File: config.mk
export PLATFORM = sky130hd
export DESIGN_NAME = fdm_merge
export DESIGN_NICKNAME = d
export VERILOG_FILES = /design/src/rtl/fdm_pkg.sv /design/src/rtl/fdm_merge.sv
export SDC_FILE = /design/constraint.sdc
export NUM_CORES = 1
export LEC_CHECK = 0
export BUFFER_PORTS_ARGS = -buffer_cell sky130_fd_sc_hd__buf_2
export CAP_MARGIN = 20
export CELL_PAD_IN_SITES_DETAIL_PLACEMENT = 0
export CELL_PAD_IN_SITES_GLOBAL_PLACEMENT = 1
export CORE_UTILIZATION = 35
export CTS_BUF_LIST = sky130_fd_sc_hd__clkbuf_8 sky130_fd_sc_hd__clkbuf_16
export CTS_CLUSTER_SIZE = 12
export DETAILED_ROUTE_END_ITERATION = 8
export HOLD_SLACK_MARGIN = 0.08
export PLACE_DENSITY_LB_ADDON = 0.1
export SLEW_MARGIN = 10
export SYNTH_ARGS = -nofsm -noshare
export SYNTH_HDL_FRONTEND = slang
export SYNTH_SLANG_ARGS = --single-unit
File: constraint.sdc
create_clock -name clk -period 2.1 [get_ports clk]
set_input_delay 0.21 -clock clk [delete_from_list [all_inputs] [get_ports clk]]
set_output_delay 0.21 -clock clk [all_outputs]
set_load 0.02 [all_outputs]
File: src/rtl/fdm_pkg.sv
// Shared types and constants of the fractional-delay two-mic mixer.
package fdm_pkg;

  localparam int HIST_DEPTH  = 1024;
  localparam int HIST_AW     = $clog2(HIST_DEPTH);
  localparam int FRAC_BITS   = 8;
  localparam int SAMPLE_BITS = 16;
  localparam int GAIN_BITS   = 15;
  localparam int GAIN_W      = 16;
  localparam int DELAY_W     = 18;
  localparam int NUM_PATHS   = 4;
  localparam int CFG_IDX_W   = 4;

  localparam int PA_W  = SAMPLE_BITS + FRAC_BITS + 2;
  localparam int P_W   = PA_W + GAIN_W + 1;
  localparam int SHIFT = FRAC_BITS + GAIN_BITS;
  localparam int SH_W  = P_W - SHIFT;
  localparam int MIX_W = SAMPLE_BITS + 1;

  localparam int IN_W      = 2 * SAMPLE_BITS;
  localparam int OUT_BITS  = NUM_PATHS * SAMPLE_BITS + 2 * MIX_W;
  localparam int OUT_W     = ((OUT_BITS + 7) / 8) * 8;

  localparam logic [DELAY_W-1:0] MAX_DELAY =
    DELAY_W'(((HIST_DEPTH - 1) << FRAC_BITS) - 1);
  localparam logic [GAIN_W-1:0] GAIN_UNITY = GAIN_W'(1 << GAIN_BITS);
  localparam logic [HIST_AW:0] FILL_MAX = (HIST_AW + 1)'(HIST_DEPTH);
  localparam logic [P_W-1:0] ROUND_BIAS = P_W'(1) << (SHIFT - 1);
  localparam logic signed [SH_W-1:0] SAT_HI = SH_W'((1 << (SAMPLE_BITS - 1)) - 1);
  localparam logic signed [SH_W-1:0] SAT_LO = -SAT_HI - SH_W'(1);

  localparam logic [CFG_IDX_W-1:0] REG_DELAY_S0_M0 = 4'd0;
  localparam logic [CFG_IDX_W-1:0] REG_DELAY_S0_M1 = 4'd1;
  localparam logic [CFG_IDX_W-1:0] REG_DELAY_S1_M0 = 4'd2;
  localparam logic [CFG_IDX_W-1:0] REG_DELAY_S1_M1 = 4'd3;
  localparam logic [CFG_IDX_W-1:0] REG_GAIN_S0_M0  = 4'd4;
  localparam logic [CFG_IDX_W-1:0] REG_GAIN_S0_M1  = 4'd5;
  localparam logic [CFG_IDX_W-1:0] REG_GAIN_S1_M0  = 4'd6;
  localparam logic [CFG_IDX_W-1:0] REG_GAIN_S1_M1  = 4'd7;

  typedef logic signed [SAMPLE_BITS-1:0] sample_t;

  typedef struct packed {
    logic               wr_en;
    logic [HIST_AW-1:0] wr_addr;
    logic [HIST_AW-1:0] last_slot;
    logic [HIST_AW:0]   fill;
  } hist_ctl_t;

endpackage

File: src/rtl/fdm_merge.sv
// Merge stage: mic sums and the output register.
module fdm_merge (
  input  logic                       clk,
  input  logic                       rst_n,
  input  logic                       load,
  input  fdm_pkg::sample_t           images [fdm_pkg::NUM_PATHS],
  input  logic                       out_tready,
  output logic                       out_tvalid,
  output logic [fdm_pkg::OUT_W-1:0]  out_tdata
);
  import fdm_pkg::*;

  logic               valid_r;
  logic [OUT_W-1:0]   data_r;
  logic [MIX_W-1:0]   mix0;
  logic [MIX_W-1:0]   mix1;

  always_comb begin
    mix0 = MIX_W'(images[0]) + MIX_W'(images[2]);
    mix1 = MIX_W'(images[1]) + MIX_W'(images[3]);
  end

  always_ff @(posedge clk) begin
    if (!rst_n) begin
      valid_r <= 1'b0;
    end else if (load) begin
      valid_r <= 1'b1;
    end else if (out_tready) begin
      valid_r <= 1'b0;
    end
  end

  always_ff @(posedge clk) begin
    if (load) begin
      data_r <= OUT_W'({mix1, mix0, images[3], images[2], images[1], images[0]});
    end
  end

  assign out_tvalid = valid_r;
  assign out_tdata  = data_r;

endmodule

# After elaboration in Yosys (flattened, before gate mapping)
# Index checks and enable logic that the tools add are counted.
# totals
ff_bits,99
in_bits,68
out_inout_bits,105
wordCells,7
# op_classes
addsub,2
muxes,2
reduce_logical,1
# ops
operator,n
adder 16 x 16 -> 17 bit,2
2-to-1 mux 1 bit,2
nonzero test 2 bit,1

# Longest topological paths before layout
# Gate-level depths: netlist of the first run.
# depth
word_depth,2
mapped_depth,8
ltp_nobuf,8

# Worst setup path before layout of the first run
# Ideal clock, no wire load.
# synth_path
kind,in2reg
from,input images[16] (netlist name)
to,"register data_r[74], in the netlist out_tdata[74] (data pin)"
setup_time_ps,259
t_arrival_ps,1842
t_required_ps,1841
setup_slack_ps,-1
cell_stages,8
n_path_buf,0
path_cell_list,ha_1 -> fa_1 -> a211oi_1 -> nor2_1 -> o311a_1 -> o21a_1 -> nor2_1 -> xnor2_1
# synth_between
elab_chain_len,1
# synth_lines
element,line_no,rtl
"start, declared",fdm_merge.sv:6,"input fdm_pkg::sample_t images [fdm_pkg::NUM_PATHS],"
adder 16 x 16 -> 17 bit,fdm_merge.sv:19,mix0 = MIX_W'(images[0]) + MIX_W'(images[2]);
named net mix0[10],fdm_merge.sv:15,logic [MIX_W-1:0] mix0;
"end signal, assigned",fdm_merge.sv:35,"data_r <= OUT_W'({mix1, mix0, images[3], images[2], images[1], images[0]});"
"end, declared",fdm_merge.sv:14,logic [OUT_W-1:0] data_r;
# The timed path passes the listed nets, and every way through them passes these cells.
# A chain may end at the register's enable or synchronous reset.

# Worst setup path after layout of the first run
# layout_path
from,input images[41] (netlist name)
to,"register data_r[97], in the netlist out_tdata[97] (data pin)"
# layout_between
elab_chain_len,1
# layout_lines
element,line_no,rtl
adder 16 x 16 -> 17 bit,fdm_merge.sv:20,mix1 = MIX_W'(images[1]) + MIX_W'(images[3]);
named net mix1[16],fdm_merge.sv:16,logic [MIX_W-1:0] mix1;
# The timed path passes the listed nets, and every way through them passes these cells.

==> results of run 1 <==
[final timing paths]
path | start | cells past startpoint | to
worst min register to register | out_tvalid | 2 | out_tvalid
worst max register to register | out_tvalid | 2 | out_tvalid
worst max-delay path | images[41] | 9 | out_tdata[97]
worst min-delay path | images[27] | 1 | out_tdata[43]
[power by group through the flow]
stage | Clock, W | Combinational, W | Sequential, W
2_1_floorplan | 0 | 0.000409 | 0.00280
3_3_place_gp | 0 | 0.00113 | 0.00251
3_5_place_dp | 0 | 0.00114 | 0.00252
4_1_cts | 0.00170 | 0.00123 | 0.00248
5_1_grt | 0.00176 | 0.00136 | 0.00249
6_report | 0.00165 | 0.00125 | 0.00247
[registers in the layout (all words and copies together), names as in the netlist]
name        cells
out_tvalid      1
out_tdata      98
[per-layer routing]
layer	GRT usage	share of wire
met5	0	0
met4	0.0788	0.021
met3	0.0387	0.057
met2	0.257	0.49
met1	0.195	0.44
[logic make-up after synthesis]
family / Yosys count / share of synthesized area
flops: 99 / 0.657
fa+ha+maj: 34 / 0.0977
other cells: 1 / 0.000832
simple gates: 45 / 0.0547
buf+inv: 13 / 0.0158
compound gates: 79 / 0.123
xor+xnor: 26 / 0.0505
[cell type report]
| cell class | count | area, um^2 | share of cell area |
|---|---|---|---|
| flip-flops and latches | 99 | 2960 | 0.444 |
| clock buffers | 9 | 225 | 0.0337 |
| inverters | 5 | 18.8 | 0.00281 |
| repair buffers | 249 | 1630 | 0.244 |
| well taps | 172 | 215 | 0.0322 |
| multi-input cells | 190 | 1560 | 0.234 |
| clock inverters | 6 | 67.6 | 0.0101 |
[per-stage QoR]
stage               cells  cell area, um^2   util  worst slack [ns]  hold WS [ns]
finish                730             6680  0.532            0.0801        0.0836
global route          730             6680  0.532          -0.00857        0.0864
CTS                   730             6610  0.526            0.0111        0.0819
detailed placement    653             5700  0.453            -0.234         0.405
global placement      653             5700  0.453            -0.202         0.405
floorplan             302             4530      -            0.0156         0.309
[critical path, delay by kind of cell]
kind / cells / cell delay (ns)
buffers and inverters: 2 / 0.67
AOI/OAI and AO/OA: 4 / 0.60
and+or+nand+nor: 2 / 0.36
adders and majority gates: 1 / 0.28
[layout by cell type, fill, tap and decap left out, types with 4 or more instances in the layout]
cell           count
buf_2            163
edfxtp_1          98
dlygate4sd3_1     62
ha_1              28
buf_4             23
xnor2_1           18
a21oi_1           17
o21ai_0           14
nand2_1           10
nor2_1            10
a21o_1             9
clkbuf_16          9
xor2_1             8
o21a_1             6
conb_1             6
inv_1              5
nand3_1            5
clkinvlp_4         5
nand2b_1           4
nand4_1            4
o211ai_1           4
ha_4               4
[timing repair]
item                                    CTS  global route
endpoints found under the hold margin    62             0
resized for setup                         0             8
hold buffers                             62             0
endpoints found under the setup margin    0            10
setup buffers                             0             2
==> flow_summary.ini, run 1 <==
[pwr]
clockPowerShare = 0.307
power_switching_w = 0.00149
power_w = 0.00537
swShare = 0.277
vdd_ir_drop_max_mv = 0.332
combPwrFrac = 0.233
power_frac_seq = 0.461
leakagePower_nw = 2.82
p_int_w = 0.00388
powerDensity_nw_per_um2 = 804

[logic_synthesis]
syn_inst = 297
ys_async_sr_fraction = 0
synthesis.area_um2 = 4510
synthFlopType = edfxtp_1
ys_seq_area_frac = 0.657
synth_top_cells_by_count = edfxtp_1 (98), ha_1 (32), a21oi_1 (18), xnor2_1 (18), o21ai_0 (15)
syn_area_per_cell_um2 = 15.2
yosysMostFrequentCell = edfxtp_1
synth_largest_area_cell = edfxtp_1
synth_top_area_share = 0.653
ys.warnings.count = 0
synth-edff-count = 98
synthTopCellsByArea = edfxtp_1 (65%), ha_1 (8.9%), xnor2_1 (3.5%)
synth_cell_types = 48
ys_ff_latch = 99

[finish]
final_layout_size_suffix_gt1_frac = 0.396
n_antenna_cell = 0
syn_to_final_growth_pct = 48.1
nFillCells = 1107
finalNetCount = 656

[route]
vias = 3327
via_per_inst = 4.56
dr.pass1.iters = 4
wl_per_cell_um = 14.1
drt_iter0_markers = 132
wl_um = 10300
drcViolationCount = 0
antenna_left = 0

[clock_tree]
cts_buffers = 9
clkTransAtPathRegs_ns = 0.07
htreeDepth = 3
cts.sink_count = 99
clockBufferDepth = 2
cts_root_buf = clkbuf_16
cts_tree = built
clock_latency_ns = 0.35

[floorplan]
core_um2 = 12600
pin_count = 173
start_util = 0.359
row_count = 41
die_x_um = 116
dieArea_um2 = 13300
dieHeight_um = 116

[worst_hold_path]
hp-class = primary input to register

[global_routing]
grt_max_degree = 56
antenna_found_initial = 0
grt_overflow = 0
grt_pass1_wl_um = 15700
grt_pass1_vias = 3285
grt_usage = 0.157

[sta]
finalHoldViolations = 0
period_needed_ns = 2.02
min_period_over_period = 0.962
finalSetupViolCount = 0
timing.setup.tns_ns = 0
drv_slew = 0
fin_skew_ns = 0
fmaxAchievable_ghz = 0.495

[critical_path]
cp-end-kind = register
cpMaxStageDelayCell = dlygate4sd3_1
path_cells = dlygate4sd3_1, buf_2, ha_4, and3_4, a221oi_2, o21ba_2, o31a_1, nand4b_1, a22o_1
reg2reg_slack_ns = 1.42
crit_type = primary input to register
crit_path_max_fanout = 4
max_stage_delay_ns = 0.53
startpoint_type = primary input
critPathRequiredTime_ns = 2.21
crit_arrival_ns = 2.13

[flow_run]
drv_cap = 0

[status]
status = finished clean

[place]
place.gp.congestion = 0.790
io_buffers = 166
dp_hpwl_um = 7300
(Power assumes the default switching activity.)
==> run 2: changes to the inputs <==
--- a/config.mk
+++ b/config.mk
@@ -15,6 +15,7 @@
 export DETAILED_ROUTE_END_ITERATION = 8
 export HOLD_SLACK_MARGIN = 0.08
 export PLACE_DENSITY_LB_ADDON = 0.1
+export RECOVER_POWER = 100
 export SLEW_MARGIN = 10
 export SYNTH_ARGS = -nofsm -noshare
 export SYNTH_HDL_FRONTEND = slang
==> constraint.sdc (replaced) <==
create_clock -name clk -period 2.1 [get_ports clk]
set_input_delay 0.21 -clock clk [delete_from_list [all_inputs] [get_ports clk]]
set_output_delay 0.21 -clock clk [all_outputs]
set_load 0.005 [all_outputs]
==> flow_summary.ini, run 2 (synthesized netlist as in run 1, its figures left out) <==
[worst_hold_path]
hp-class = primary input to register
holdPathStages = 1
worstHoldStart = images[27]
hold_end = out_tdata[43]

[sta]
period_needed_ns = 2.02
fmaxAchievable_ghz = 0.495
drv_slew = 0
layout_setup_ws_ns = 0.0800
timing.setup.tns_ns = 0
fin_skew_ns = 0
tightest_slew_ns = 0.895
min_period_over_period = 0.962
relSlewSlack = 0.404
finalHoldViolations = 0
finalSetupViolCount = 0

[flow_run]
drv_cap = 0

[floorplan]
row_count = 41
start_util = 0.359
die_x_um = 116
pin_count = 173
core_um2 = 12600
dieHeight_um = 116
dieArea_um2 = 13300

[pwr]
vdd_ir_drop_max_mv = 0.324
powerDensity_nw_per_um2 = 774
power_w = 0.00512
leakagePower_nw = 2.70

[critical_path]
crit_path_max_fanout = 4
r2r_end = out_tvalid
path_cells = dlygate4sd3_1, buf_2, ha_4, and3_4, a221oi_2, o21ba_2, o31a_1, nand4b_1, a22o_1
cp-end-kind = register
crit_buf_inv = 2
reg2regPathDepth = 2
startpoint_type = primary input
crit_family = buffers and inverters
r2r_start = out_tvalid
crit_arrival_ns = 2.13
max_stage_delay_ns = 0.53
cpMaxStageDelayCell = dlygate4sd3_1
crit_type = primary input to register
reg2reg_slack_ns = 1.41
critPathRequiredTime_ns = 2.21

[global_routing]
grt_overflow = 0
grt_pass1_wl_um = 15700
grt_usage = 0.157
grt_max_degree = 56
antenna_found_initial = 0
grt_pass1_vias = 3285

[route]
drt_iter0_markers = 104
dr.pass1.iters = 4
drcViolationCount = 0
vias = 3331
via_per_inst = 4.56
wl_per_cell_um = 14.1
wl_um = 10300
antenna_left = 0

[finish]
utilization = 0.526
final_layout_size_suffix_gt1_frac = 0.319
multi_input_area_um2 = 1560
nFillCells = 1136
final_common_cell = buf_2
syn_to_final_growth_pct = 46.6
stdcell_area_um2 = 6610
seqCellArea_um2 = 2960
finalNetCount = 656
final_cell_mix = buf_2 (121), edfxtp_1 (98), dlygate4sd3_1 (62), clkbuf_1 (42), ha_1 (28)
largest_register_ffs = 98
n_antenna_cell = 0

[clock_tree]
htreeDepth = 3
clock_latency_ns = 0.35
cts_root_buf = clkbuf_16
clockBufferDepth = 2
clkTransAtPathRegs_ns = 0.07
cts.sink_count = 99
cts_tree = built
cts_buffers = 9

[place]
placed_area_um2 = 5700
io_buffers = 166
place.gp.congestion = 0.790
dp_worst_setup_slack_ns = -0.234
dp_hpwl_um = 7300

[status]
status = finished clean
==> run 2: changes by cell type in the layout (fill, tap and decap cells not counted) <==
cell | before | now
buf_1 | 0 | 1
buf_12 | 1 | 0
buf_2 | 163 | 121
buf_4 | 23 | 22
clkbuf_1 | 0 | 42
clkbuf_4 | 0 | 1
==> run 2: worst max path at each step <==
stage	from	slack, ns	end	depth (start not counted)
after global placement	images[16]	-0.20	out_tdata[78]	8
after detailed placement	images[16]	-0.23	out_tdata[78]	8
after floorplan	images[0]	0.02	out_tdata[91]	8
final	images[41]	0.08	out_tdata[97]	9
after CTS	images[39]	0.01	out_tdata[97]	9
after global routing	images[41]	-0.009	out_tdata[97]	9
==> run 2: worst reg2reg max path, cell delays in order, from the launching register on <==
cell and delay, ns:
dfxtp_1 0.31, nor2b_1 0.12, o21a_1 0.16
==> run 2: repair_timing <==
action,4_1_cts,5_1_grt
setup endpoints to repair,0,10
gates resized for setup,0,8
setup buffers,0,2
hold endpoints to repair,62,0
hold buffers,62,0
==> run 2: power by group <==
part           leakage (nW)  total, W  internal (W)  switching, W
combinational          1.61  0.000993      0.000517      0.000475
clock                 0.126   0.00165      0.000916      0.000732
sequential            0.967   0.00247       0.00243     0.0000468
total                  2.70   0.00512       0.00386       0.00125
==> run 2: per-stage QoR <==
step	instances	hold WS, ns
after floorplan	302	0.309
after global placement	653	0.405
after detailed placement	653	0.405
after CTS	730	0.0819
after global routing	730	0.163
final	730	0.154
==> run 2: cell type report <==
cell class | instances | area share
multi-input cells | 190 | 0.236
well taps | 172 | 0.0326
flip-flops and latches | 99 | 0.448
inverters | 5 | 0.00284
repair buffers | 249 | 0.236
clock inverters | 6 | 0.0102
clock buffers | 9 | 0.0341
==> run 2: layer usage <==
| layer | up-vias | global-route usage | part of all wire |
|---|---|---|---|
| met2 | 103 | 0.257 | 0.49 |
| met1 | 1553 | 0.195 | 0.43 |
| met5 | - | 0 | 0 |
| met4 | 0 | 0.0788 | 0.018 |
| li1 | 1662 | - | - |
| met3 | 13 | 0.0387 | 0.056 |
